--- src/rtl/hpv_pkg.sv ---
package hpv_pkg;

  // Byte counter width; it must cover header plus body.
  localparam int COUNT_BITS = 25;
  localparam int LEN_BITS = 25;
  localparam int NEED_BITS = ((COUNT_BITS > 26) ? COUNT_BITS : 26) + 1;
  localparam logic [LEN_BITS-1:0] LEN_SAT = '1;

  // Configuration port.
  localparam int CFG_INDEX_BITS = 2;
  localparam int CFG_DATA_BITS = 24;
  localparam logic [CFG_INDEX_BITS-1:0] CFG_HEADER_LIMIT = 2'd0;
  localparam logic [CFG_INDEX_BITS-1:0] CFG_BODY_LIMIT = 2'd1;
  localparam logic [15:0] HEADER_LIMIT_RESET = 16'd8192;
  localparam logic [23:0] BODY_LIMIT_RESET = 24'd1048576;

  // Verdict codes.
  localparam logic [1:0] V_INCOMPLETE = 2'd0;
  localparam logic [1:0] V_READY = 2'd1;
  localparam logic [1:0] V_INVALID = 2'd2;

  // Content-length value stages.
  localparam logic [1:0] CL_NONE = 2'd0;
  localparam logic [1:0] CL_DIGITS = 2'd1;
  localparam logic [1:0] CL_TRAIL = 2'd2;
  localparam logic [1:0] CL_BAD = 2'd3;

  // Patterns, right aligned in a fixed-width vector.
  localparam int PAT_BYTES = 18;
  localparam logic [8*PAT_BYTES-1:0] REQ_ROOT = "POST / HTTP/1.1";
  localparam logic [8*PAT_BYTES-1:0] REQ_RPC = "POST /rpc HTTP/1.1";
  localparam logic [8*PAT_BYTES-1:0] NAME_CL = "content-length";
  localparam logic [8*PAT_BYTES-1:0] NAME_AUTH = "authorization";
  localparam logic [8*PAT_BYTES-1:0] NAME_TE = "transfer-encoding";
  localparam logic [4:0] REQ_ROOT_LEN = 5'd15;
  localparam logic [4:0] REQ_RPC_LEN = 5'd18;
  localparam logic [4:0] NAME_CL_LEN = 5'd14;
  localparam logic [4:0] NAME_AUTH_LEN = 5'd13;
  localparam logic [4:0] NAME_TE_LEN = 5'd17;

  typedef enum logic [5:0] {
    PH_REQ       = 6'b000001,
    PH_NAME      = 6'b000010,
    PH_VAL_CL    = 6'b000100,
    PH_VAL_AUTH  = 6'b001000,
    PH_VAL_OTHER = 6'b010000,
    PH_BODY      = 6'b100000
  } phase_t;

  typedef struct packed {
    logic       action;
    logic [7:0] data_byte;
  } in_item_t;

  typedef struct packed {
    logic [1:0]  verdict;
    logic [15:0] body_start;
    logic [23:0] body_length;
    logic        has_auth;
    logic [15:0] auth_offset;
    logic [15:0] auth_length;
  } out_item_t;

  typedef struct packed {
    logic [COUNT_BITS-1:0] byte_count;
    phase_t                phase;
    logic [4:0]            pos;
    logic                  crlf;
    logic [2:0]            flags;
    logic                  header_error;
    logic                  length_seen;
    logic [LEN_BITS-1:0]   length_value;
    logic [1:0]            cl_stage;
    logic                  auth_seen;
    logic                  auth_nonspace;
    logic [15:0]           auth_start;
    logic [15:0]           auth_end;
    logic [15:0]           header_end_pos;
    logic [1:0]            latched;
  } parse_state_t;

endpackage

--- src/rtl/hpv_in_stage.sv ---
module hpv_in_stage (
  input  logic              clk,
  input  logic              rst,
  input  logic              in_valid,
  output logic              in_ready,
  input  hpv_pkg::in_item_t in_data,
  input  logic              take,
  output logic              hold_valid,
  output hpv_pkg::in_item_t hold_data
);

  // The holding register frees up in the same cycle its item moves on.
  assign in_ready = !hold_valid || take;

  always_ff @(posedge clk) begin
    if (rst) begin
      hold_valid <= 1'b0;
    end else if (in_ready) begin
      hold_valid <= in_valid;
    end
  end

  always_ff @(posedge clk) begin
    if (in_valid && in_ready) begin
      hold_data <= in_data;
    end
  end

endmodule

--- src/rtl/hpv_parser.sv ---
module hpv_parser (
  input  logic                                 clk,
  input  logic                                 rst,
  input  logic                                 cfg_we,
  input  logic [hpv_pkg::CFG_INDEX_BITS-1:0]   cfg_index,
  input  logic [hpv_pkg::CFG_DATA_BITS-1:0]    cfg_data,
  input  logic                                 take,
  input  hpv_pkg::in_item_t                    item,
  output hpv_pkg::out_item_t                   result
);

  logic [15:0] header_limit;
  logic [23:0] body_limit;
  hpv_pkg::parse_state_t st;
  hpv_pkg::parse_state_t st_next;

  // True when pattern text of length len holds character c at position pos.
  function automatic logic pat_hit(input logic [8*hpv_pkg::PAT_BYTES-1:0] text,
                                   input logic [4:0] len, input logic [4:0] pos,
                                   input logic [7:0] c);
    logic [7:0] ch;
    ch = 8'h00;
    if (pos < len) begin
      ch = text[8*(int'(len) - 1 - int'(pos)) +: 8];
    end
    return (pos < len) && (ch == c);
  endfunction

  function automatic logic is_ws(input logic [7:0] c);
    return (c == 8'd32) || ((c >= 8'd9) && (c <= 8'd13));
  endfunction

  // Apply one content byte to the parse state.
  function automatic hpv_pkg::parse_state_t feed(input hpv_pkg::parse_state_t s_in,
                                                 input logic [7:0] c_in,
                                                 input logic [15:0] idx);
    hpv_pkg::parse_state_t s;
    logic [7:0] c;
    logic [hpv_pkg::LEN_BITS+3:0] grown;
    s = s_in;
    c = c_in;
    grown = '0;
    case (s.phase)
      hpv_pkg::PH_REQ: begin
        if (!pat_hit(hpv_pkg::REQ_ROOT, hpv_pkg::REQ_ROOT_LEN, s.pos, c)) s.flags[0] = 1'b0;
        if (!pat_hit(hpv_pkg::REQ_RPC, hpv_pkg::REQ_RPC_LEN, s.pos, c)) s.flags[1] = 1'b0;
        if (s.pos != 5'd31) s.pos = s.pos + 5'd1;
      end
      hpv_pkg::PH_NAME: begin
        if (c == 8'h3A) begin
          if (s.pos == 5'd0) begin
            s.header_error = 1'b1;
            s.phase = hpv_pkg::PH_VAL_OTHER;
          end else if (s.flags[0] && s.pos == hpv_pkg::NAME_CL_LEN) begin
            if (s.length_seen) s.header_error = 1'b1;
            s.length_seen = 1'b1;
            s.length_value = '0;
            s.cl_stage = hpv_pkg::CL_NONE;
            s.phase = hpv_pkg::PH_VAL_CL;
          end else if (s.flags[1] && s.pos == hpv_pkg::NAME_AUTH_LEN) begin
            if (s.auth_seen) s.header_error = 1'b1;
            s.auth_seen = 1'b1;
            s.auth_nonspace = 1'b0;
            s.phase = hpv_pkg::PH_VAL_AUTH;
          end else begin
            if (s.flags[2] && s.pos == hpv_pkg::NAME_TE_LEN) s.header_error = 1'b1;
            s.phase = hpv_pkg::PH_VAL_OTHER;
          end
        end else begin
          // Header names match without regard to case.
          if (c >= 8'h41 && c <= 8'h5A) c = c + 8'd32;
          if (!pat_hit(hpv_pkg::NAME_CL, hpv_pkg::NAME_CL_LEN, s.pos, c)) s.flags[0] = 1'b0;
          if (!pat_hit(hpv_pkg::NAME_AUTH, hpv_pkg::NAME_AUTH_LEN, s.pos, c)) s.flags[1] = 1'b0;
          if (!pat_hit(hpv_pkg::NAME_TE, hpv_pkg::NAME_TE_LEN, s.pos, c)) s.flags[2] = 1'b0;
          if (s.pos != 5'd31) s.pos = s.pos + 5'd1;
        end
      end
      hpv_pkg::PH_VAL_CL: begin
        if (is_ws(c)) begin
          if (s.cl_stage == hpv_pkg::CL_DIGITS) s.cl_stage = hpv_pkg::CL_TRAIL;
        end else if (c >= 8'h30 && c <= 8'h39 && s.cl_stage <= hpv_pkg::CL_DIGITS) begin
          s.cl_stage = hpv_pkg::CL_DIGITS;
          // Times ten as two shifts, then the digit; saturate on overflow.
          grown = {1'b0, s.length_value, 3'b000} + {3'b000, s.length_value, 1'b0}
                  + {{(hpv_pkg::LEN_BITS){1'b0}}, c[3:0]};
          if (grown > {4'b0000, hpv_pkg::LEN_SAT}) s.length_value = hpv_pkg::LEN_SAT;
          else s.length_value = grown[hpv_pkg::LEN_BITS-1:0];
        end else begin
          s.cl_stage = hpv_pkg::CL_BAD;
        end
      end
      hpv_pkg::PH_VAL_AUTH: begin
        if (!is_ws(c)) begin
          if (!s.auth_nonspace) s.auth_start = idx;
          s.auth_nonspace = 1'b1;
          s.auth_end = idx + 16'd1;
        end
      end
      default: begin
      end
    endcase
    return s;
  endfunction

  // Close a line that is not the end of the header.
  function automatic hpv_pkg::parse_state_t end_line(input hpv_pkg::parse_state_t s_in,
                                                     input logic [15:0] term,
                                                     input logic [23:0] blimit);
    hpv_pkg::parse_state_t s;
    s = s_in;
    case (s.phase)
      hpv_pkg::PH_REQ: begin
        if (!(s.flags[0] && s.pos == hpv_pkg::REQ_ROOT_LEN) &&
            !(s.flags[1] && s.pos == hpv_pkg::REQ_RPC_LEN)) s.header_error = 1'b1;
      end
      hpv_pkg::PH_NAME: begin
        s.header_error = 1'b1;
      end
      hpv_pkg::PH_VAL_CL: begin
        if ((s.cl_stage != hpv_pkg::CL_DIGITS && s.cl_stage != hpv_pkg::CL_TRAIL) ||
            s.length_value > {1'b0, blimit}) s.header_error = 1'b1;
      end
      hpv_pkg::PH_VAL_AUTH: begin
        if (!s.auth_nonspace) begin
          s.auth_start = term;
          s.auth_end = term;
        end
      end
      default: begin
      end
    endcase
    s.phase = hpv_pkg::PH_NAME;
    s.pos = 5'd0;
    s.flags = 3'b111;
    return s;
  endfunction

  function automatic logic [1:0] body_verdict(input hpv_pkg::parse_state_t s);
    logic [hpv_pkg::NEED_BITS-1:0] need;
    logic [hpv_pkg::NEED_BITS-1:0] have;
    need = hpv_pkg::NEED_BITS'(s.header_end_pos) + hpv_pkg::NEED_BITS'(s.length_value);
    have = hpv_pkg::NEED_BITS'(s.byte_count);
    if (have < need) return hpv_pkg::V_INCOMPLETE;
    if (have == need) return hpv_pkg::V_READY;
    return hpv_pkg::V_INVALID;
  endfunction

  function automatic hpv_pkg::parse_state_t cleared();
    hpv_pkg::parse_state_t s;
    s = '0;
    s.phase = hpv_pkg::PH_REQ;
    s.flags = 3'b111;
    s.latched = hpv_pkg::V_INCOMPLETE;
    return s;
  endfunction

  // Configuration registers.
  always_ff @(posedge clk) begin
    if (rst) begin
      header_limit <= hpv_pkg::HEADER_LIMIT_RESET;
      body_limit <= hpv_pkg::BODY_LIMIT_RESET;
    end else if (cfg_we) begin
      if (cfg_index == hpv_pkg::CFG_HEADER_LIMIT) header_limit <= cfg_data[15:0];
      if (cfg_index == hpv_pkg::CFG_BODY_LIMIT) body_limit <= cfg_data[23:0];
    end
  end

  // One byte of parse work: next state and the result for this byte.
  always_comb begin
    logic [1:0] v;
    logic [7:0] b;
    logic [15:0] i16;
    logic done;
    logic skip;
    st_next = st;
    v = hpv_pkg::V_INCOMPLETE;
    b = item.data_byte;
    i16 = st.byte_count[15:0];
    done = 1'b0;
    skip = 1'b0;
    result = '0;
    if (item.action) begin
      st_next = cleared();
    end else begin
      if (st.byte_count != '1) begin
        st_next.byte_count = st.byte_count + hpv_pkg::COUNT_BITS'(1);
      end
      if (st.latched == hpv_pkg::V_INVALID) begin
        v = hpv_pkg::V_INVALID;
      end else if (st.phase == hpv_pkg::PH_BODY) begin
        v = body_verdict(st_next);
      end else if (st_next.byte_count > hpv_pkg::COUNT_BITS'(header_limit)) begin
        v = hpv_pkg::V_INVALID;
      end else begin
        // A held CR is either a line end or plain content.
        if (st_next.crlf) begin
          st_next.crlf = 1'b0;
          if (b == 8'h0A) begin
            done = (st_next.phase == hpv_pkg::PH_NAME) && (st_next.pos == 5'd0);
            if (!done) begin
              st_next = end_line(st_next, i16 - 16'd1, body_limit);
              skip = 1'b1;
            end
          end else begin
            st_next = feed(st_next, 8'h0D, i16 - 16'd1);
          end
        end
        if (!skip) begin
          if (!done) begin
            if (b == 8'h0D) st_next.crlf = 1'b1;
            else st_next = feed(st_next, b, i16);
          end else if (st_next.header_error || !st_next.length_seen) begin
            v = hpv_pkg::V_INVALID;
          end else begin
            st_next.phase = hpv_pkg::PH_BODY;
            st_next.header_end_pos = st_next.byte_count[15:0];
            v = body_verdict(st_next);
          end
        end
      end
      st_next.latched = v;
      result.verdict = v;
      if (v == hpv_pkg::V_READY) begin
        result.body_start = st_next.header_end_pos;
        result.body_length = st_next.length_value[23:0];
        result.has_auth = st_next.auth_seen;
        if (st_next.auth_seen) begin
          result.auth_offset = st_next.auth_start;
          result.auth_length = st_next.auth_end - st_next.auth_start;
        end
      end
    end
  end

  // Parse state advances once per transfer out of the holding register.
  always_ff @(posedge clk) begin
    if (rst) begin
      st <= cleared();
    end else if (take) begin
      st <= st_next;
    end
  end

endmodule

--- src/rtl/hpv_out_stage.sv ---
module hpv_out_stage (
  input  logic               clk,
  input  logic               rst,
  input  logic               load,
  input  hpv_pkg::out_item_t result,
  output logic               out_valid,
  input  logic               out_ready,
  output logic               can_load,
  output hpv_pkg::out_item_t out_data
);

  // The result register takes a new value when empty or being drained.
  assign can_load = !out_valid || out_ready;

  always_ff @(posedge clk) begin
    if (rst) begin
      out_valid <= 1'b0;
    end else if (can_load) begin
      out_valid <= load;
    end
  end

  always_ff @(posedge clk) begin
    if (load && can_load) begin
      out_data <= result;
    end
  end

endmodule

--- src/rtl/http_post_request_validator_core.sv ---
// POST request header checker, one request byte per transfer.
// Input channel (in_valid/in_ready/in_data): action 1 clears the parse state,
// action 0 appends data_byte. Every input transfer yields exactly one result
// on the output channel (out_valid/out_ready/out_data): the verdict on all
// bytes so far (incomplete, ready, invalid) with body and authorization
// offsets and lengths when ready.
// An item waits in the input holding register; its result is computed by
// the parse update and captured in the result register, from which it can
// transfer out. Throughput is one byte per cycle while the receiver does not
// stall, set by the combinational parse update between the two registers.
// When the receiver stalls, the result register holds its item and the input
// holding register fills; in_ready then drops until out_ready returns.
// Configuration writes (cfg_we, cfg_index, cfg_data) take effect at once;
// index 0 is the header size limit, index 1 the body length limit, others
// are ignored. Reset empties both registers, clears the parse state and
// restores the limits to 8192 and 1048576.
module http_post_request_validator_core (
  input  logic                               clk,
  input  logic                               rst,
  input  logic                               in_valid,
  output logic                               in_ready,
  input  hpv_pkg::in_item_t                  in_data,
  output logic                               out_valid,
  input  logic                               out_ready,
  output hpv_pkg::out_item_t                 out_data,
  input  logic                               cfg_we,
  input  logic [hpv_pkg::CFG_INDEX_BITS-1:0] cfg_index,
  input  logic [hpv_pkg::CFG_DATA_BITS-1:0]  cfg_data
);

  logic               take;
  logic               hold_valid;
  hpv_pkg::in_item_t  hold_data;
  hpv_pkg::out_item_t result;
  logic               can_load;

  // An item moves on when the result register can accept it.
  assign take = hold_valid && can_load;

  hpv_in_stage u_in (
    .clk        (clk),
    .rst        (rst),
    .in_valid   (in_valid),
    .in_ready   (in_ready),
    .in_data    (in_data),
    .take       (take),
    .hold_valid (hold_valid),
    .hold_data  (hold_data)
  );

  hpv_parser u_parser (
    .clk       (clk),
    .rst       (rst),
    .cfg_we    (cfg_we),
    .cfg_index (cfg_index),
    .cfg_data  (cfg_data),
    .take      (take),
    .item      (hold_data),
    .result    (result)
  );

  hpv_out_stage u_out (
    .clk       (clk),
    .rst       (rst),
    .load      (take),
    .result    (result),
    .out_valid (out_valid),
    .out_ready (out_ready),
    .can_load  (can_load),
    .out_data  (out_data)
  );

  // Reset leaves no result pending.
  a_reset_empty: assert property (@(posedge clk) rst |=> !out_valid)
    else $error("result pending after reset");

  // Offsets and lengths are reported only with a ready verdict.
  a_fields_zero: assert property (@(posedge clk) disable iff (rst)
    (out_valid && out_data.verdict != hpv_pkg::V_READY) |->
      (out_data.body_start == 16'd0 && out_data.body_length == 24'd0 &&
       !out_data.has_auth))
    else $error("fields set without ready verdict");

  // No authorization means no authorization span.
  a_auth_zero: assert property (@(posedge clk) disable iff (rst)
    (out_valid && !out_data.has_auth) |->
      (out_data.auth_offset == 16'd0 && out_data.auth_length == 16'd0))
    else $error("authorization span without header");

  // A transfer into the result register always comes from a held item.
  a_take_held: assert property (@(posedge clk) disable iff (rst)
    take |-> hold_valid && (!out_valid || out_ready))
    else $error("item moved without space");

endmodule
--- config.mk ---
export PLATFORM = sky130hd
export DESIGN_NAME = http_post_request_validator_core
export DESIGN_NICKNAME = d
export VERILOG_FILES = /design/src/rtl/hpv_pkg.sv /design/src/rtl/hpv_in_stage.sv /design/src/rtl/hpv_parser.sv /design/src/rtl/hpv_out_stage.sv /design/src/rtl/http_post_request_validator_core.sv
export SDC_FILE = /design/constraint.sdc
export NUM_CORES = 1
export LEC_CHECK = 0
export ABC_AREA = 1
export BUFFER_PORTS_ARGS = -buffer_cell sky130_fd_sc_hd__clkbuf_2
export CAP_MARGIN = 20
export CORE_MARGIN = 4
export CORE_UTILIZATION = 33
export CTS_CLUSTER_DIAMETER = 200
export DETAILED_ROUTE_END_ITERATION = 8
export PLACE_DENSITY = 0.55
export SYNTH_ARGS = -nofsm -noshare
export SYNTH_HDL_FRONTEND = slang
export SYNTH_SLANG_ARGS = --single-unit
--- constraint.sdc ---
create_clock -name clk -period 8.45 [get_ports clk]
set_input_delay 1.69 -clock clk [delete_from_list [all_inputs] [get_ports clk]]
set_output_delay 1.69 -clock clk [all_outputs]
set_load 0.02 [all_outputs]
== Yosys cells after proc, flatten, opt, wreduce, memory -nomap -nowiden ==
Cells that the tools add are included.

* Add/sub/neg operators: 21
* Magnitude comparators: 22
* Eq/ne operators: 43
* Shift-type cells: 10
* Multiplexer cells: 232
* Bitwise gates (word level): 2
* Reduce and logical (&&, ||, !) cells: 44

{| class="wikitable"
|+ Operators with widths
! operator !! number
|-
| 144-bit by 32-bit variable part select with 8-bit output, first input constant || 10
|-
| 121-bit 2-to-1 mux || 9
|-
| 8-bit 2-to-1 mux || 98
|-
| 96-bit 2-to-1 mux || 4
|-
| 25-bit 2-to-1 mux || 5
|-
| 32-bit 2-to-1 mux || 3
|-
| 84-bit 2-to-1 mux || 1
|-
| 72-bit 2-to-1 mux || 1
|-
| 1-bit 2-to-1 mux || 61
|-
| 8-bit by 4-bit == test with 1-bit output, second input constant || 7
|-
| 27-bit one-hot mux with 2 select lines || 1
|-
| 16-bit by 25-bit adder with 26-bit output || 2
|-
| 25-bit by 26-bit == test with 1-bit output || 2
|-
| 25-bit by 26-bit < comparator with 1-bit output || 2
|-
| 16-bit 2-to-1 mux || 3
|-
| 2-bit 2-to-1 mux || 24
|-
| 8-bit == test || 5
|-
| 6-bit 2-to-1 mux || 6
|-
| 4-bit by 5-bit subtractor with 6-bit output, first input constant || 6
|-
| 33-bit 2-to-1 mux || 1
|-
| 31-bit 2-to-1 mux || 1
|-
| 5-bit by 4-bit < comparator with 1-bit output, second input constant || 6
|-
| 30-bit 2-to-1 mux || 1
|-
| 28-bit by 26-bit adder with 29-bit output || 1
|-
| 51 further kinds || 114
|}

* Flip-flop bits (word level): 247
* Input port bits: 40
* Output and inout bits: 77
* Word-level logic and storage cells: 402

== Depth between registers and ports, before layout ==
Gate-level depths: netlist of the first run.

* Word-level depth: 50
* Depth in mapped cells: 43
* Gate-level depth less buffers: 41

== Cells and area by module ==
A second synthesis of the first run with hierarchy kept.

* Cell total of the unflattened synthesis: 3189
* Area total of the unflattened synthesis: 21366.7 um^2

{| class="wikitable"
|+ Modules (own cells, without submodules)
! module !! times used !! cells each !! area an instance (um^2) !! seq. area each (um^2)
|-
| hpv_parser || 1 || 3091 || 18741.7 || 3223.1
|-
| hpv_out_stage || 1 || 81 || 2299.7 || 2272.2
|-
| hpv_in_stage || 1 || 15 || 317.8 || 290.3
|-
| http_post_request_validator_core || 1 || 2 || 7.5 || 0.0
|}

== Least setup slack after synthesis of the first run ==
OpenSTA, ideal clock, no wires.

* Kind: register -> register
* Start point: reg u_parser.st[96] in the netlist's numbering
* End point: reg, netlist name u_out.out_data[12]
* Setup time: 0.254 ns
* Arrival: 5.874 ns
* Required time: 8.196 ns
* Setup slack: 2.322 ns
* Cell stages (with the launch flop): 43
* Buffers on the path: 3
* Clock period less this slack: 6.128 ns
* Path through: dfxtp_1 ha_1 nand2_1 nor2_4 nand2_2 nor3_4 nand3_2 clkinv_1 nand2_1 buf_2 o21ai_0 inv_1 ha_1 a21oi_1 o21ai_0 a21oi_1 o21ai_0 nand2_1 (+7 left out) buf_6 nand2_2 nand2_1 o21ai_0 ha_1 fa_1 nor2_1 a211oi_1 o21ai_0 a21o_1 a21oi_1 inv_1 a21oi_1 o21ai_0 a21oi_1 o21ai_0 xor2_1 nor2_1

* Cells in the longest elaborated chain, start to end: 30
* Elaborated cells on any way between the ends: 75
* Classes of those cells: add/sub: 5; order compare: 3; eq/ne: 4; mux: 60; bitwise: 2; reduce/logical: 1

{| class="wikitable"
|+ Ends and longest elaborated chain
! item !! line !! source
|-
| start: declaration || hpv_parser.sv:14 || <nowiki>hpv_pkg::parse_state_t st;</nowiki>
|-
| start signal: assignment || hpv_parser.sv:238 || <nowiki>st <= cleared();</nowiki>
|-
| start signal: assignment || hpv_parser.sv:240 || <nowiki>st <= st_next;</nowiki>
|-
| branches (longest 30 deep; another with 16-bit by 25-bit adder with 26-bit output) || -- ||
|}

Several ways; the timed one is not identified. The select of a mux whose other input is x is not followed.
A chain may end at the register's enable or synchronous reset.

== Final worst setup path of the first run ==
* Start point: reg u_parser.st[97] in the netlist's numbering
* End point: reg, netlist name u_out.out_data[12]

* Cells in the longest elaborated chain, start to end: 30
* Elaborated cells on any way between the ends: 75
* Classes of those cells: add/sub: 5; order compare: 3; eq/ne: 4; mux: 60; bitwise: 2; reduce/logical: 1

{| class="wikitable"
|+ Ends and longest elaborated chain
! item
|-
| branches (longest 30 deep; another with 16-bit by 25-bit adder with 26-bit output)
|}

Several ways; the timed one is not identified. The select of a mux whose other input is x is not followed.

==> results of run 1 <==
cell families after synthesis:
kind of cell	count (synthesis)
buffers and inverters	448
flip-flops	247
XOR/XNOR	95
AND/OR/NAND/NOR	1697
adder cells (fa/ha/maj)	208
AO/OA/AOI/OAI	590
routing by layer:
| layer | part of all wire [%] | global-route usage, % |
|---|---|---|
| met1 | 49 | 29.9 |
| met2 | 44 | 30.9 |
| met3 | 5.3 | 2.06 |
| met4 | 2.3 | 4.57 |
| met5 | 0 | 0 |
power by group:
group / total [uW] / switching [uW] / internal (uW)
registers: 1290 / 23.5 / 1260
logic: 634 / 441 / 193
clock network: 1450 / 562 / 883
total: 3370 / 1030 / 2340
state kept, by name, indices dropped and copies added (netlist names):
| name | cells |
|---|---|
| u_parser.body_limit | 24 |
| u_in.hold_valid | 1 |
| u_out.out_valid | 1 |
| u_parser.header_limit | 16 |
| u_out.out_data | 75 |
| u_parser.st | 121 |
| u_in.hold_data | 9 |
Yosys cell counts (10+ instances only):
cell / instances / area, um2
sky130_fd_sc_hd__nand3b_1: 13 / 97.6
sky130_fd_sc_hd__inv_1: 302 / 1130
sky130_fd_sc_hd__xnor2_1: 28 / 245
sky130_fd_sc_hd__clkbuf_1: 73 / 274
sky130_fd_sc_hd__dfxtp_1: 163 / 3260
sky130_fd_sc_hd__ha_1: 203 / 2540
sky130_fd_sc_hd__a211oi_1: 10 / 75.1
sky130_fd_sc_hd__inv_2: 13 / 48.8
sky130_fd_sc_hd__nand4_1: 72 / 450
sky130_fd_sc_hd__edfxtp_1: 84 / 2520
sky130_fd_sc_hd__a21oi_1: 310 / 1550
sky130_fd_sc_hd__nand2_2: 11 / 68.8
sky130_fd_sc_hd__o21a_1: 16 / 120
sky130_fd_sc_hd__buf_2: 32 / 160
sky130_fd_sc_hd__or2_2: 14 / 87.6
sky130_fd_sc_hd__o211ai_1: 12 / 90.1
sky130_fd_sc_hd__nand3_1: 285 / 1430
sky130_fd_sc_hd__nor2_1: 280 / 1050
sky130_fd_sc_hd__nor3_1: 35 / 175
sky130_fd_sc_hd__nand2_1: 927 / 3480
sky130_fd_sc_hd__nor2_2: 19 / 119
sky130_fd_sc_hd__o21ai_0: 176 / 881
sky130_fd_sc_hd__xor2_1: 67 / 587
sky130_fd_sc_hd__nor4_1: 16 / 100
cell type report:
class | count | area (um2) | area share, %
Tap cell | 855 | 1070 | 4.45
Inverter | 319 | 1200 | 5.00
Multi-Input combinational cell | 2590 | 14000 | 58.3
Timing Repair Buffer | 148 | 843 | 3.51
Clock inverter | 21 | 288 | 1.20
Sequential cell | 247 | 5790 | 24.1
Clock buffer | 37 | 822 | 3.42
worst paths after layout:
| check | start | endpoint | slack (ps) | depth (start not counted) |
|---|---|---|---|---|
| setup / recovery | u_parser.st[97]$_SDFFE_PP0P_ | u_out.out_data[12]$_SDFFCE_PP0P_ | 860 | 40 |
| hold reg to reg | u_parser.body_limit[15]$_SDFFE_PP0P_ | u_parser.body_limit[15]$_SDFFE_PP0P_ | 460 | 2 |
| hold / removal | u_parser.body_limit[15]$_SDFFE_PP0P_ | u_parser.body_limit[15]$_SDFFE_PP0P_ | 460 | 2 |
| setup reg to reg | u_parser.st[97]$_SDFFE_PP0P_ | u_out.out_data[12]$_SDFFCE_PP0P_ | 860 | 40 |
metrics by stage:
stage | cell area [um2] | hold slack (ps) | cells
after detailed placement | 22900 | 453 | 4158
after CTS | 24000 | 462 | 4216
final | 24000 | 456 | 4217
after global routing | 24000 | 474 | 4217
after floorplan | 21600 | 433 | 3285
after global placement | 22900 | 446 | 4158
worst max-delay path, delay by kind of cell, from the launching register on:
kind            cells  cell delay (ps)
simple gates       14             1540
buf+inv             5              950
fa+ha+maj           4             1210
xor+xnor            1              160
flops               1              470
compound gates     16             2970
==> results.md, run 1 <==
- Maximum root-to-sink buffer count: 3
- Most common cell type on the critical path: sky130_fd_sc_hd__o21ai_0
- Critical-path top delay cell: sky130_fd_sc_hd__o21ai_0
- Resize count post-CTS: 0
- Initial antenna violation count: 0
- FF+latch count, synth: 247
- Sequential share of the synthesized area: a little over a quarter
- Final worst setup slack: 861 ps
- Global-route wire length before repair: between 100 and 150 mm
- Unrepaired setup endpoints after global routing: no
- Fin Setup TNS: 0 ps
- GPL Wtd Cong: 0.940
- Post-synthesis async set-or-reset flop share: 0%
- Inserted Clock Buffers: 31
- Netlist area before placement: 21600 um2
- Die span in x: about 260 um
- Final #Nets: about 3600
- Highest attainable clock frequency: 0.132 GHz
- Arithmetic-cell share of the synthesized area counting full adders, half adders and majority gates: 12.2%
- Reported max-cap violation count: 0
- Largest fanout on the critical path: 40
- Clock tree from TritonCTS: done
- Total vias in the final route: 21800
- Count of port buffers added during placement: 116
- Clock period minus worst slack: 7590 ps
- Number of nets produced by synthesis: 3533
- Mux share of post-synthesis cell area: 0%
- Fraction of layout instances using a drive strength above 1: a little under 9%
- Total power: about 3400 uW
- Pin count of the biggest net entering global routing: 61
- Worst IR drop on VDD: 0.153 mV
- CTS Hold Bufs: 0
- Main combinational cell family by area after synthesis: simple AND/OR/NAND/NOR gates
- Period Utilization, post-route: 89.8%
- Filler Cells Inserted: 7037
- Total power per unit cell area: 140 nW/um2
- Setup Skew: 28.6 ps
- Crit Path Class: flop to flop
- Most frequent standard cell in the layout excluding fill and tap cells: sky130_fd_sc_hd__nand2_1
- Slew of the pin with the lowest slew margin: 921 ps
- Capturing element type of the critical path: flop
- Number of nets with antenna violations after routing: 0
- Static leakage: 0.0110 uW
- Average footprint of a synthesized cell: 6.57 um2
- Most instantiated flip-flop cell in the synthesis netlist: sky130_fd_sc_hd__dfxtp_1
- Number of pins exceeding their max-slew limit in the final report: 0
- Die area: 69600 um2
- Sinks on the clock net: 247
- Routed wire length: 72.6 mm
- Clock-pin slew reported for the worst setup and hold paths after clock tree synthesis: 60 ps
- Synthesized netlist cell count: approximately 3300
- Commonest cells after routing, fill and taps aside: 926 x sky130_fd_sc_hd__nand2_1, 310 x sky130_fd_sc_hd__a21oi_1, 302 x sky130_fd_sc_hd__inv_1
- Length of the first detailed-routing pass in iterations: 5
- GR Util All Layers: 20.0%
- Post-CTS setup buffers: 0
- Compound-gate portion of the synthesized area: 14.9%
- Rows: 93
- Detailed placement HPWL: 54.7 mm
- Hold Fails Final Rpt: 0
- Xor/xnor share of the synthesized area: 3.85%
- Fin util: 37.2%
- Effective utilization at floorplan: about a third
- CTS H-tree lvls: 1
- Number of global-route vias before repair: ~20000
- Global-route congestion overflow total: 0
- Via/cell ratio: 5.17
- Pre-CTS WS: 989 ps
- Basic-gate share of the synthesized area counting and, or, nand and nor cells: 33.8%
- Startpoint type of the worst setup path: flop
- Required time of the critical path: between 8000 and 9000 ps
- Relative slew slack: 38.1%
- Vertical extent of the die: 264 um
- Insertion delay of the later-clocked pin in the worst-skew pair: between 500 and 600 ps
- Remaining routing DRC violations: 0
- Drt initial violations: 1983
- Outcome: complete, no violations
- Floorplan core area: about 65000 um2
- Wire per inst: ~17 um
- Critical path arrival: 7910 ps
- Final antenna diode count: 0
- Buffer cell driving the clock tree root: sky130_fd_sc_hd__clkbuf_16
- Yosys warns: 0
- Num ports: 117
- Number of distinct library cells after synthesis: 57
- Area delta synth->final: 11.2%
- Largest stage delay, worst path: a little over 500 ps
- Final setup violating endpoints: 0
- Count of flip-flops with a built-in enable after synthesis: 84
- Hold WC Path Type: flop to flop
Power figures use the tool's default switching activity.
==> run 2, diff against run 1 <==
ABC_AREA = 0   (was 1)
==> run 2 against run 1 <==
- sequential power hardly changed
- global-route usage is 0.86 points higher
- utilization is 0.59 points higher
- synthesized cell count is 22% lower
- critical path depth is 11 lower
- count of clock-buffer cells in the layout is 8 higher
- clock power is 6% higher
- sequential share of layout area is 1.2 points higher
- critical path type unchanged
- critical endpoint is now u_out.out_data[58]$_SDFFCE_PP0P_
==> results.md, run 2 <==
- Hold WC Path Type: flop to flop (unchanged)
- Effective utilization at floorplan: 33.4% (about the same)
- GR Util All Layers: 20.8% (was 20.0%)
- Static leakage: 0.00917 uW (was 0.0110 uW)
- Count of port buffers added during placement: 116 (unchanged)
- Hold Fails Final Rpt: 0 (unchanged)
- Clock period minus worst slack: 7720 ps (was 7590 ps)
- FF+latch count, synth: 247 (unchanged)
- Number of nets with antenna violations after routing: 0 (unchanged)
- Area taken by flip-flops and latches: 5790 um2 (unchanged)
- Wire per inst: 20.8 um (was 17.2 um)
- Die span in x: 256 um (was 264 um)
- Maximum root-to-sink buffer count: 3 (unchanged)
- Period Utilization, post-route: 91.4% (was 89.8%)
- Worst IR drop on VDD: 0.141 mV (was 0.153 mV)
- Sinks on the clock net: 247 (unchanged)
- Critical path arrival: 7990 ps (was 7910 ps)
- Number of global-route vias before repair: 18800 (was 19900)
- Total vias in the final route: 19900 (was 21800)
- Final worst setup slack: 729 ps (was 861 ps)
- Most common cell type on the critical path: sky130_fd_sc_hd__o21ai_0 (unchanged)
- Count of flip-flops with a built-in enable after synthesis: 84 (unchanged)
- Combinational cell fraction of total power: 9.5% (was 18.8%)
- Clk pwr share: 49.4% (was 42.9%)
- Largest fanout on the critical path: 42 (was 40)
- Length of the first detailed-routing pass in iterations: 6 (was 5)
- Share of Yosys cell area claimed by the top area cell type: 16.1% (about the same)
- Fraction of layout instances using a drive strength above 1: 11.4% (was 8.74%)
- Final #Nets: 2874 (was 3585)
- Cell count of the worst reg-to-reg path: 29 (was 40)
- Switch Pwr: 807 uW (was 1030 uW)
- Clock tree from TritonCTS: done (unchanged)
- Area delta synth->final: 13.1% (was 11.2%)
- Most instantiated flip-flop cell in the synthesis netlist: sky130_fd_sc_hd__dfxtp_1 (unchanged)
- Critical-path top delay cell: sky130_fd_sc_hd__o31ai_1 (was sky130_fd_sc_hd__o21ai_0)
- Worst flop-to-flop path startpoint: u_parser.st[97]$_SDFFE_PP0P_ (unchanged)
- Pre-CTS WS: 563 ps (was 989 ps)
- Startpoint type of the worst setup path: flop (unchanged)
- CTS H-tree lvls: 2 (was 1)
- Synthesized netlist cell count: 2560 (was 3285)
- Setup Skew: 31.1 ps (was 28.6 ps)
- Rows: 90 (was 93)
- Sequential share of power: 41.1% (was 38.2%)
- Largest Register: u_parser.st (unchanged)
- Slew of the pin with the lowest slew margin: 1210 ps (was 921 ps)
- Most common cell in the synthesized netlist: sky130_fd_sc_hd__nor2_1 (was sky130_fd_sc_hd__nand2_1)
- Vertical extent of the die: 256 um (was 264 um)
- Detailed placement HPWL: 52.7 mm (was 54.7 mm)
- Outcome: complete, no violations (unchanged)
- Netlist area before placement: 20200 um2 (was 21600 um2)
- Post-synthesis async set-or-reset flop share: 0% (unchanged)
- Max FFs per register: 121 (unchanged)
- Filler Cells Inserted: 6274 (was 7037)
- Most numerous cell types in the synthesized netlist: 279 x sky130_fd_sc_hd__nor2_1, 253 x sky130_fd_sc_hd__nand2_1, 235 x sky130_fd_sc_hd__a21oi_1 (was 927 x sky130_fd_sc_hd__nand2_1, 310 x sky130_fd_sc_hd__a21oi_1, 302 x sky130_fd_sc_hd__inv_1)
- Initial antenna violation count: 2 (was 0)
- Average footprint of a synthesized cell: 7.91 um2 (was 6.57 um2)
- Min-delay src: u_parser.header_limit[2]$_SDFFE_PP0P_ (was u_parser.body_limit[15]$_SDFFE_PP0P_)
- Global-route wire length before repair: 110 mm (was 114 mm)
- Sequential share of the synthesized area: 28.6% (was 26.8%)
- End point of the most critical hold path: u_parser.header_limit[2]$_SDFFE_PP0P_ (was u_parser.body_limit[15]$_SDFFE_PP0P_)
- Final setup violating endpoints: 0 (unchanged)
- Drt initial violations: 1916 (was 1983)
- GPL Wtd Cong: 0.906 (was 0.940)
- Clock-pin slew reported for the worst setup and hold paths after clock tree synthesis: 60 ps (about the same)
- Pin count of the biggest net entering global routing: 67 (was 61)
- Unrepaired setup endpoints after global routing: no (unchanged)
- Num ports: 117 (unchanged)
- Final antenna diode count: 0 (unchanged)
- Switching power as a share of total power: 26.1% (was 30.5%)
- Commonest cells after routing, fill and taps aside: 277 x sky130_fd_sc_hd__nor2_1, 253 x sky130_fd_sc_hd__nand2_1, 235 x sky130_fd_sc_hd__a21oi_1 (was 926 x sky130_fd_sc_hd__nand2_1, 310 x sky130_fd_sc_hd__a21oi_1, 302 x sky130_fd_sc_hd__inv_1)
- Instance count along the most critical hold path: 2 (unchanged)
- Critical R2R Capture: u_out.out_data[58]$_SDFFCE_PP0P_ (was u_out.out_data[12]$_SDFFCE_PP0P_)
- Capturing element type of the critical path: flop (unchanged)
- Yosys warns: 0 (unchanged)
- Insertion delay of the later-clocked pin in the worst-skew pair: 550 ps (was 590 ps)
- Required time of the critical path: 8720 ps (was 8770 ps)
- Crit Path Class: flop to flop (unchanged)
- CTS Hold Bufs: 0 (unchanged)
- Reported max-cap violation count: 0 (unchanged)
- Leading registers by flop count: u_parser.st: 121 flops, u_out.out_data: 75 flops, u_parser.body_limit: 24 flops (unchanged)
- Number of nets produced by synthesis: 2808 (was 3533)
- Inserted Clock Buffers: 34 (was 31)
- Cells taking the most area after synthesis: sky130_fd_sc_hd__dfxtp_1 16%, sky130_fd_sc_hd__ha_1 13%, sky130_fd_sc_hd__edfxtp_1 12% (was sky130_fd_sc_hd__nand2_1 16%, sky130_fd_sc_hd__dfxtp_1 15%, sky130_fd_sc_hd__ha_1 12%)
- Global-route congestion overflow total: 0 (unchanged)
- Routed wire length: 71.5 mm (was 72.6 mm)
- Fin Setup TNS: 0 ps (unchanged)
- Most frequent standard cell in the layout excluding fill and tap cells: sky130_fd_sc_hd__nor2_1 (was sky130_fd_sc_hd__nand2_1)
- Die area: 65400 um2 (was 69600 um2)
- Number of distinct library cells after synthesis: 102 (was 57)
- Setup slack, reg-to-reg: 730 ps (was 860 ps)
- Remaining routing DRC violations: 0 (unchanged)
- Relative slew slack: 17.2% (was 38.1%)
- Internal: 2290 uW (was 2340 uW)
- Via/cell ratio: 5.79 (was 5.17)
- Largest stage delay, worst path: 600 ps (was 510 ps)
- Floorplan core area: 60600 um2 (was 64600 um2)
- Buffer cell driving the clock tree root: sky130_fd_sc_hd__clkbuf_16 (unchanged)
- Synth area leader: sky130_fd_sc_hd__dfxtp_1 (was sky130_fd_sc_hd__nand2_1)
- Multi-input gate area in the final layout: 13400 um2 (was 14000 um2)
- Total power per unit cell area: 135 nW/um2 (was 140 nW/um2)
- Highest attainable clock frequency: 0.130 GHz (was 0.132 GHz)
- Number of pins exceeding their max-slew limit in the final report: 0 (unchanged)
==> run 2: per-layer routing <==
layer  up-vias  GRT usage (%)  wire [um]
li1       9484              -          -
met1      9541           27.6      31600
met2       694           34.5      32900
met3       140           4.09       4860
met4         4           6.06       2150
met5         -              0         27
==> run 2: cells by family after synthesis <==
logic type	Yosys count	share of synthesized area [%]
compound gates	786	25.3
xor+xnor	125	5.41
fa+ha+maj	208	13.0
buf+inv	266	5.22
flops	247	28.6
mux	12	0.618
simple gates	916	21.8
==> run 2: worst max-delay path by stage <==
stage                                       startpoint                                to  slack, ps  cells past startpoint
after global routing      u_parser.st[97]$_SDFFE_PP0P_  u_out.out_data[14]$_SDFFCE_PP0P_         90                     34
after CTS                 u_parser.st[97]$_SDFFE_PP0P_  u_out.out_data[14]$_SDFFCE_PP0P_        500                     31
after detailed placement  u_parser.st[97]$_SDFFE_PP0P_  u_out.out_data[14]$_SDFFCE_PP0P_        560                     31
after global placement    u_parser.st[97]$_SDFFE_PP0P_  u_out.out_data[16]$_SDFFCE_PP0P_        770                     33
after floorplan           u_parser.st[96]$_SDFFE_PP0P_  u_out.out_data[14]$_SDFFCE_PP0P_       1740                     35
final                     u_parser.st[97]$_SDFFE_PP0P_  u_out.out_data[58]$_SDFFCE_PP0P_        730                     29
==> run 2: power groups by stage <==
stage | logic (uW) | clock network [uW] | registers [uW]
floorplan | 170 | 0 | 1320
global placement | 289 | 0 | 1300
detailed placement | 291 | 0 | 1300
CTS | 292 | 1570 | 1270
global route | 320 | 1620 | 1270
finish | 294 | 1530 | 1270
==> run 2: worst max-delay path, delay by kind of cell, from the launching register on <==
kind | cells | cell delay (ps)
compound gates | 14 | 3510
simple gates | 8 | 1600
fa+ha+maj | 3 | 980
buf+inv | 3 | 690
flops | 1 | 510
xor+xnor | 1 | 170
==> run 2: area by class of cell <==
cell class	count	share of cell area, %
repair buffers	179	4.72
clock inverters	16	0.847
well taps	782	4.28
clock buffers	45	4.26
inverters	117	1.93
multi-input cells	2047	58.7
flip-flops and latches	247	25.3
==> run 2: timing repair <==
action	in CTS	in global routing
hold endpoints to repair	0	0
resized for setup	0	4
endpoints found under the setup margin	0	4
setup buffers	0	0
==> run 2: stage by stage <==
step                cells  area (um2)  hold slack (ps)  utilization (%)  power [uW]
finish               3433       22900              456             37.8        3090
global route         3433       22900              476             37.8        3210
detailed placement   3370       21700              451             35.8        1590
floorplan            2560       20200              436                -        1490
CTS                  3431       22900              459             37.7        3140
global placement     3369       21700              443             35.8        1590
==> run 3, diff against run 2 <==
--- a/config.mk
+++ b/config.mk
@@ -17,2 +17,3 @@
 export SYNTH_HDL_FRONTEND = slang
+export SYNTH_HIERARCHICAL = 1
 export SYNTH_SLANG_ARGS = --single-unit
==> constraint.sdc (replaced) <==
create_clock -name clk -period 8.45 [get_ports clk]
set_input_delay 0.845 -clock clk [delete_from_list [all_inputs] [get_ports clk]]
set_output_delay 0.845 -clock clk [all_outputs]
set_load 0.02 [all_outputs]
==> run 3 against run 2 <==
- first-iteration DRC count up 0.99%
- global-route usage grew 0.52 points
- clock power shrank 9.8%
- critical endpoint is now u_out/out_data[3]$_DFFE_PP_
- highest routed layer is now met4
==> results.md, run 3 <==
- Largest Register: u_parser/st (was u_parser.st)
- CTS Hold Bufs: 0 (unchanged)
- Drt initial violations: 1935 (was 1916)
- Most instantiated flip-flop cell in the synthesis netlist: sky130_fd_sc_hd__dfxtp_1 (unchanged)
- Highest attainable clock frequency: 0.129 GHz (was 0.130 GHz)
- Hold Fails Final Rpt: 0 (unchanged)
- Slew of the pin with the lowest slew margin: 1100 ps (was 1210 ps)
- Leading registers by flop count: u_parser/st: 121 flops, u_out/out_data: 75 flops, u_parser/body_limit: 24 flops (was u_parser.st: 121 flops, u_out.out_data: 75 flops, u_parser.body_limit: 24 flops)
- Sinks on the clock net: 247 (unchanged)
- Worst path buffer plus inverter count: 2 (was 3)
- Cells taking the most area after synthesis: sky130_fd_sc_hd__dfxtp_1 16%, sky130_fd_sc_hd__ha_1 12%, sky130_fd_sc_hd__edfxtp_1 12% (was sky130_fd_sc_hd__dfxtp_1 16%, sky130_fd_sc_hd__ha_1 13%, sky130_fd_sc_hd__edfxtp_1 12%)
- Met2 usage: 35.3% (was 34.5%)
- Number of pins exceeding their max-slew limit in the final report: 0 (unchanged)
- Rows: 92 (was 90)
- Met3 track utilization from global routing: 2.41% (was 4.09%)
- Hold WC Path Type: primary input to flop (was flop to flop)
- Pre-CTS WS: 717 ps (was 563 ps)
- Global-route congestion overflow total: 0 (unchanged)
- Most common cell type on the critical path: sky130_fd_sc_hd__a21o_1 (was sky130_fd_sc_hd__o21ai_0)
- Area delta synth->final: 12.1% (was 13.1%)
- Crit Path Class: flop to flop (unchanged)
- Most common cell in the synthesized netlist: sky130_fd_sc_hd__nor2_1 (unchanged)
- Number of nets produced by synthesis: 2915 (was 2808)
- Vertical extent of the die: 260 um (was 256 um)
- Clock period minus worst slack: 7760 ps (was 7720 ps)
- Family with the most delay on the worst path: compound AO/OA/AOI/OAI gates (unchanged)
- Die span in x: 260 um (was 256 um)
- Initial antenna violation count: 1 (was 2)
- Insertion delay of the later-clocked pin in the worst-skew pair: 600 ps (was 550 ps)
- Final setup violating endpoints: 0 (unchanged)
- Number of global-route vias before repair: 20200 (was 18800)
- Number of distinct library cells after synthesis: 103 (was 102)
- Total power per unit cell area: 129 nW/um2 (was 135 nW/um2)
- Average footprint of a synthesized cell: 7.86 um2 (was 7.91 um2)
- Yosys warns: 6 (was 0)
- CTS H-tree lvls: 1 (was 2)
- Via/cell ratio: 5.83 (was 5.79)
- Count of flip-flops with a built-in enable after synthesis: 84 (unchanged)
- Detailed placement HPWL: 54.9 mm (was 52.7 mm)
- Pin count of the biggest net entering global routing: 78 (was 67)
- Maximum root-to-sink buffer count: 3 (unchanged)
- Synth area leader: sky130_fd_sc_hd__dfxtp_1 (unchanged)
- Startpoint type of the worst setup path: flop (unchanged)
- Reported max-cap violation count: 0 (unchanged)
- Required time of the critical path: 8770 ps (was 8720 ps)
- Number of nets with antenna violations after routing: 0 (unchanged)
- Wire per inst: 21.1 um (was 20.8 um)
- Static leakage: 0.00948 uW (was 0.00917 uW)
- Fraction of layout instances using a drive strength above 1: 11.0% (was 11.4%)
- GPL Wtd Cong: 0.945 (was 0.906)
- Final #Nets: 2958 (was 2874)
- Total vias in the final route: 20900 (was 19900)
- Largest fanout on the critical path: 33 (was 42)
- Num ports: 117 (unchanged)
- Global-route wire length before repair: 116 mm (was 110 mm)
- Post-CTS setup buffers: 0 (unchanged)
- Critical-path top delay cell: sky130_fd_sc_hd__o41ai_1 (was sky130_fd_sc_hd__o31ai_1)
- Setup Skew: 30.2 ps (was 31.1 ps)
- Length of the first detailed-routing pass in iterations: 6 (unchanged)
- Most frequent standard cell in the layout excluding fill and tap cells: sky130_fd_sc_hd__nor2_1 (unchanged)
- Total power: 3020 uW (was 3090 uW)
- Routed wire length: 75.7 mm (was 71.5 mm)
- Commonest cells after routing, fill and taps aside: 314 x sky130_fd_sc_hd__nor2_1, 261 x sky130_fd_sc_hd__nand2_1, 242 x sky130_fd_sc_hd__a21oi_1 (was 277 x sky130_fd_sc_hd__nor2_1, 253 x sky130_fd_sc_hd__nand2_1, 235 x sky130_fd_sc_hd__a21oi_1)
- Period Utilization, post-route: 91.8% (was 91.4%)
- Outcome: complete, no violations (unchanged)
- Met1 Resource Use GR: 29.3% (was 27.6%)
- Remaining routing DRC violations: 0 (unchanged)
- Floorplan core area: 63000 um2 (was 60600 um2)
- Inserted Clock Buffers: 31 (was 34)
- Critical path arrival: 8080 ps (was 7990 ps)
- Synthesized netlist cell count: 2667 (was 2560)
- Share of Yosys cell area claimed by the top area cell type: 15.6% (was 16.1%)
- Largest stage delay, worst path: 660 ps (was 600 ps)
- Clock tree from TritonCTS: done (unchanged)
- Final worst setup slack: 692 ps (was 729 ps)
- Max FFs per register: 121 (unchanged)
- Unrepaired setup endpoints after global routing: no (unchanged)
- Worst IR drop on VDD: 0.154 mV (was 0.141 mV)
- Post-synthesis async set-or-reset flop share: 0% (unchanged)
- Clock-pin slew reported for the worst setup and hold paths after clock tree synthesis: 60 ps (about the same)
- Relative slew slack: 26.7% (was 17.2%)
- Netlist area before placement: 21000 um2 (was 20200 um2)
- FF+latch count, synth: 247 (unchanged)
- Sequential share of the synthesized area: 27.6% (was 28.6%)
- Count of port buffers added during placement: 116 (unchanged)
- GR Util All Layers: 21.3% (was 20.8%)
- Min Hold Slack: 444 ps (was 456 ps)
- Fin Setup TNS: 0 ps (unchanged)
- Most used routing layer: met2 (unchanged)
- Buffer cell driving the clock tree root: sky130_fd_sc_hd__clkbuf_16 (unchanged)
- Die area: 67600 um2 (was 65400 um2)
- Effective utilization at floorplan: 33.3% (was 33.4%)
- Most numerous cell types in the synthesized netlist: 316 x sky130_fd_sc_hd__nor2_1, 261 x sky130_fd_sc_hd__nand2_1, 242 x sky130_fd_sc_hd__a21oi_1 (was 279 x sky130_fd_sc_hd__nor2_1, 253 x sky130_fd_sc_hd__nand2_1, 235 x sky130_fd_sc_hd__a21oi_1)
- Capturing element type of the critical path: flop (unchanged)
run 3: report_power, final:
part	leakage [uW]	internal [uW]	switching (uW)
Clock	0.000516	807	572
Sequential	0.00207	1260	16.7
Combinational	0.00689	119	247
run 3: worst register-to-register path, stage by stage (launching register included):
cell and delay [ps]:
sky130_fd_sc_hd__dfxtp_1 520, sky130_fd_sc_hd__ha_1 310, sky130_fd_sc_hd__and3_1 300, sky130_fd_sc_hd__and3_1 330, sky130_fd_sc_hd__nand4_1 390, sky130_fd_sc_hd__o21ai_0 310
sky130_fd_sc_hd__buf_4 230, sky130_fd_sc_hd__ha_1 280, sky130_fd_sc_hd__nand3_1 120, sky130_fd_sc_hd__a31oi_1 100, sky130_fd_sc_hd__o41ai_1 660, sky130_fd_sc_hd__o22ai_1 310
sky130_fd_sc_hd__o2111a_1 350, sky130_fd_sc_hd__nor2_1 210, sky130_fd_sc_hd__xor2_1 180, sky130_fd_sc_hd__ha_1 260, sky130_fd_sc_hd__a21o_1 180, sky130_fd_sc_hd__a21o_1 170
sky130_fd_sc_hd__a21o_1 160, sky130_fd_sc_hd__a21o_1 170, sky130_fd_sc_hd__a211oi_1 250, sky130_fd_sc_hd__o211ai_1 150, sky130_fd_sc_hd__a221oi_1 440, sky130_fd_sc_hd__o31ai_1 140
sky130_fd_sc_hd__a211o_1 340, sky130_fd_sc_hd__nand4b_1 120, sky130_fd_sc_hd__buf_4 350, sky130_fd_sc_hd__nor3_1 170
run 3: logic make-up after synthesis:
| family | synth area share [%] |
|---|---|
| muxes | 0.693 |
| AOI/OAI and AO/OA | 26.6 |
| DFF | 27.6 |
| adders and majority gates | 12.6 |
| buffers and inverters | 5.26 |
| and+or+nand+nor | 21.8 |
| xor gates and xnor gates | 5.34 |
run 3: routing by layer:
metal / vias up / wire (um) / part of all wire, %
met2: 768 / 34600 / 46
met4: 0 / 2430 / 3.2
met3: 142 / 4400 / 5.8
li1: 9915 / - / -
met1: 10100 / 34300 / 45
met5: - / 0 / 0
run 3: cell type report:
class | count | area [um2]
fill | 6600 | 39500
multi-input combinational | 2146 | 14100
tap | 846 | 1060
clock buffer | 37 | 840
antenna | 1 | 2.50
timing repair buffer | 185 | 1120
clock inverter | 21 | 215
sequential | 247 | 5790
inverter | 99 | 372
run 3: worst paths after layout:
kind	start	to	slack, ps	cells after the start
worst max register to register	u_parser/st[97]$_SDFFE_PP0P_	u_out/out_data[3]$_DFFE_PP_	690	27
worst min-delay path	in_data[2]	u_in/hold_data[2]$_DFFE_PP_	440	1
worst min register to register	u_parser/header_limit[4]$_SDFFE_PP0P_	u_parser/header_limit[4]$_SDFFE_PP0P_	460	2
worst max-delay path	u_parser/st[97]$_SDFFE_PP0P_	u_out/out_data[3]$_DFFE_PP_	690	27
run 3: what timing repair did:
| item | in CTS | in global routing |
|---|---|---|
| hold endpoints to repair | 0 | 0 |
| gates resized for setup | 0 | 3 |
| setup endpoints to repair | 0 | 12 |
run 3: through the flow:
stage | utilization, % | instance area, um2 | std cells
floorplan | - | 21000 | 2667
global placement | 35.6 | 22400 | 3521
detailed placement | 35.6 | 22400 | 3522
CTS | 37.2 | 23400 | 3580
global route | 37.3 | 23500 | 3581
finish | 37.3 | 23500 | 3582
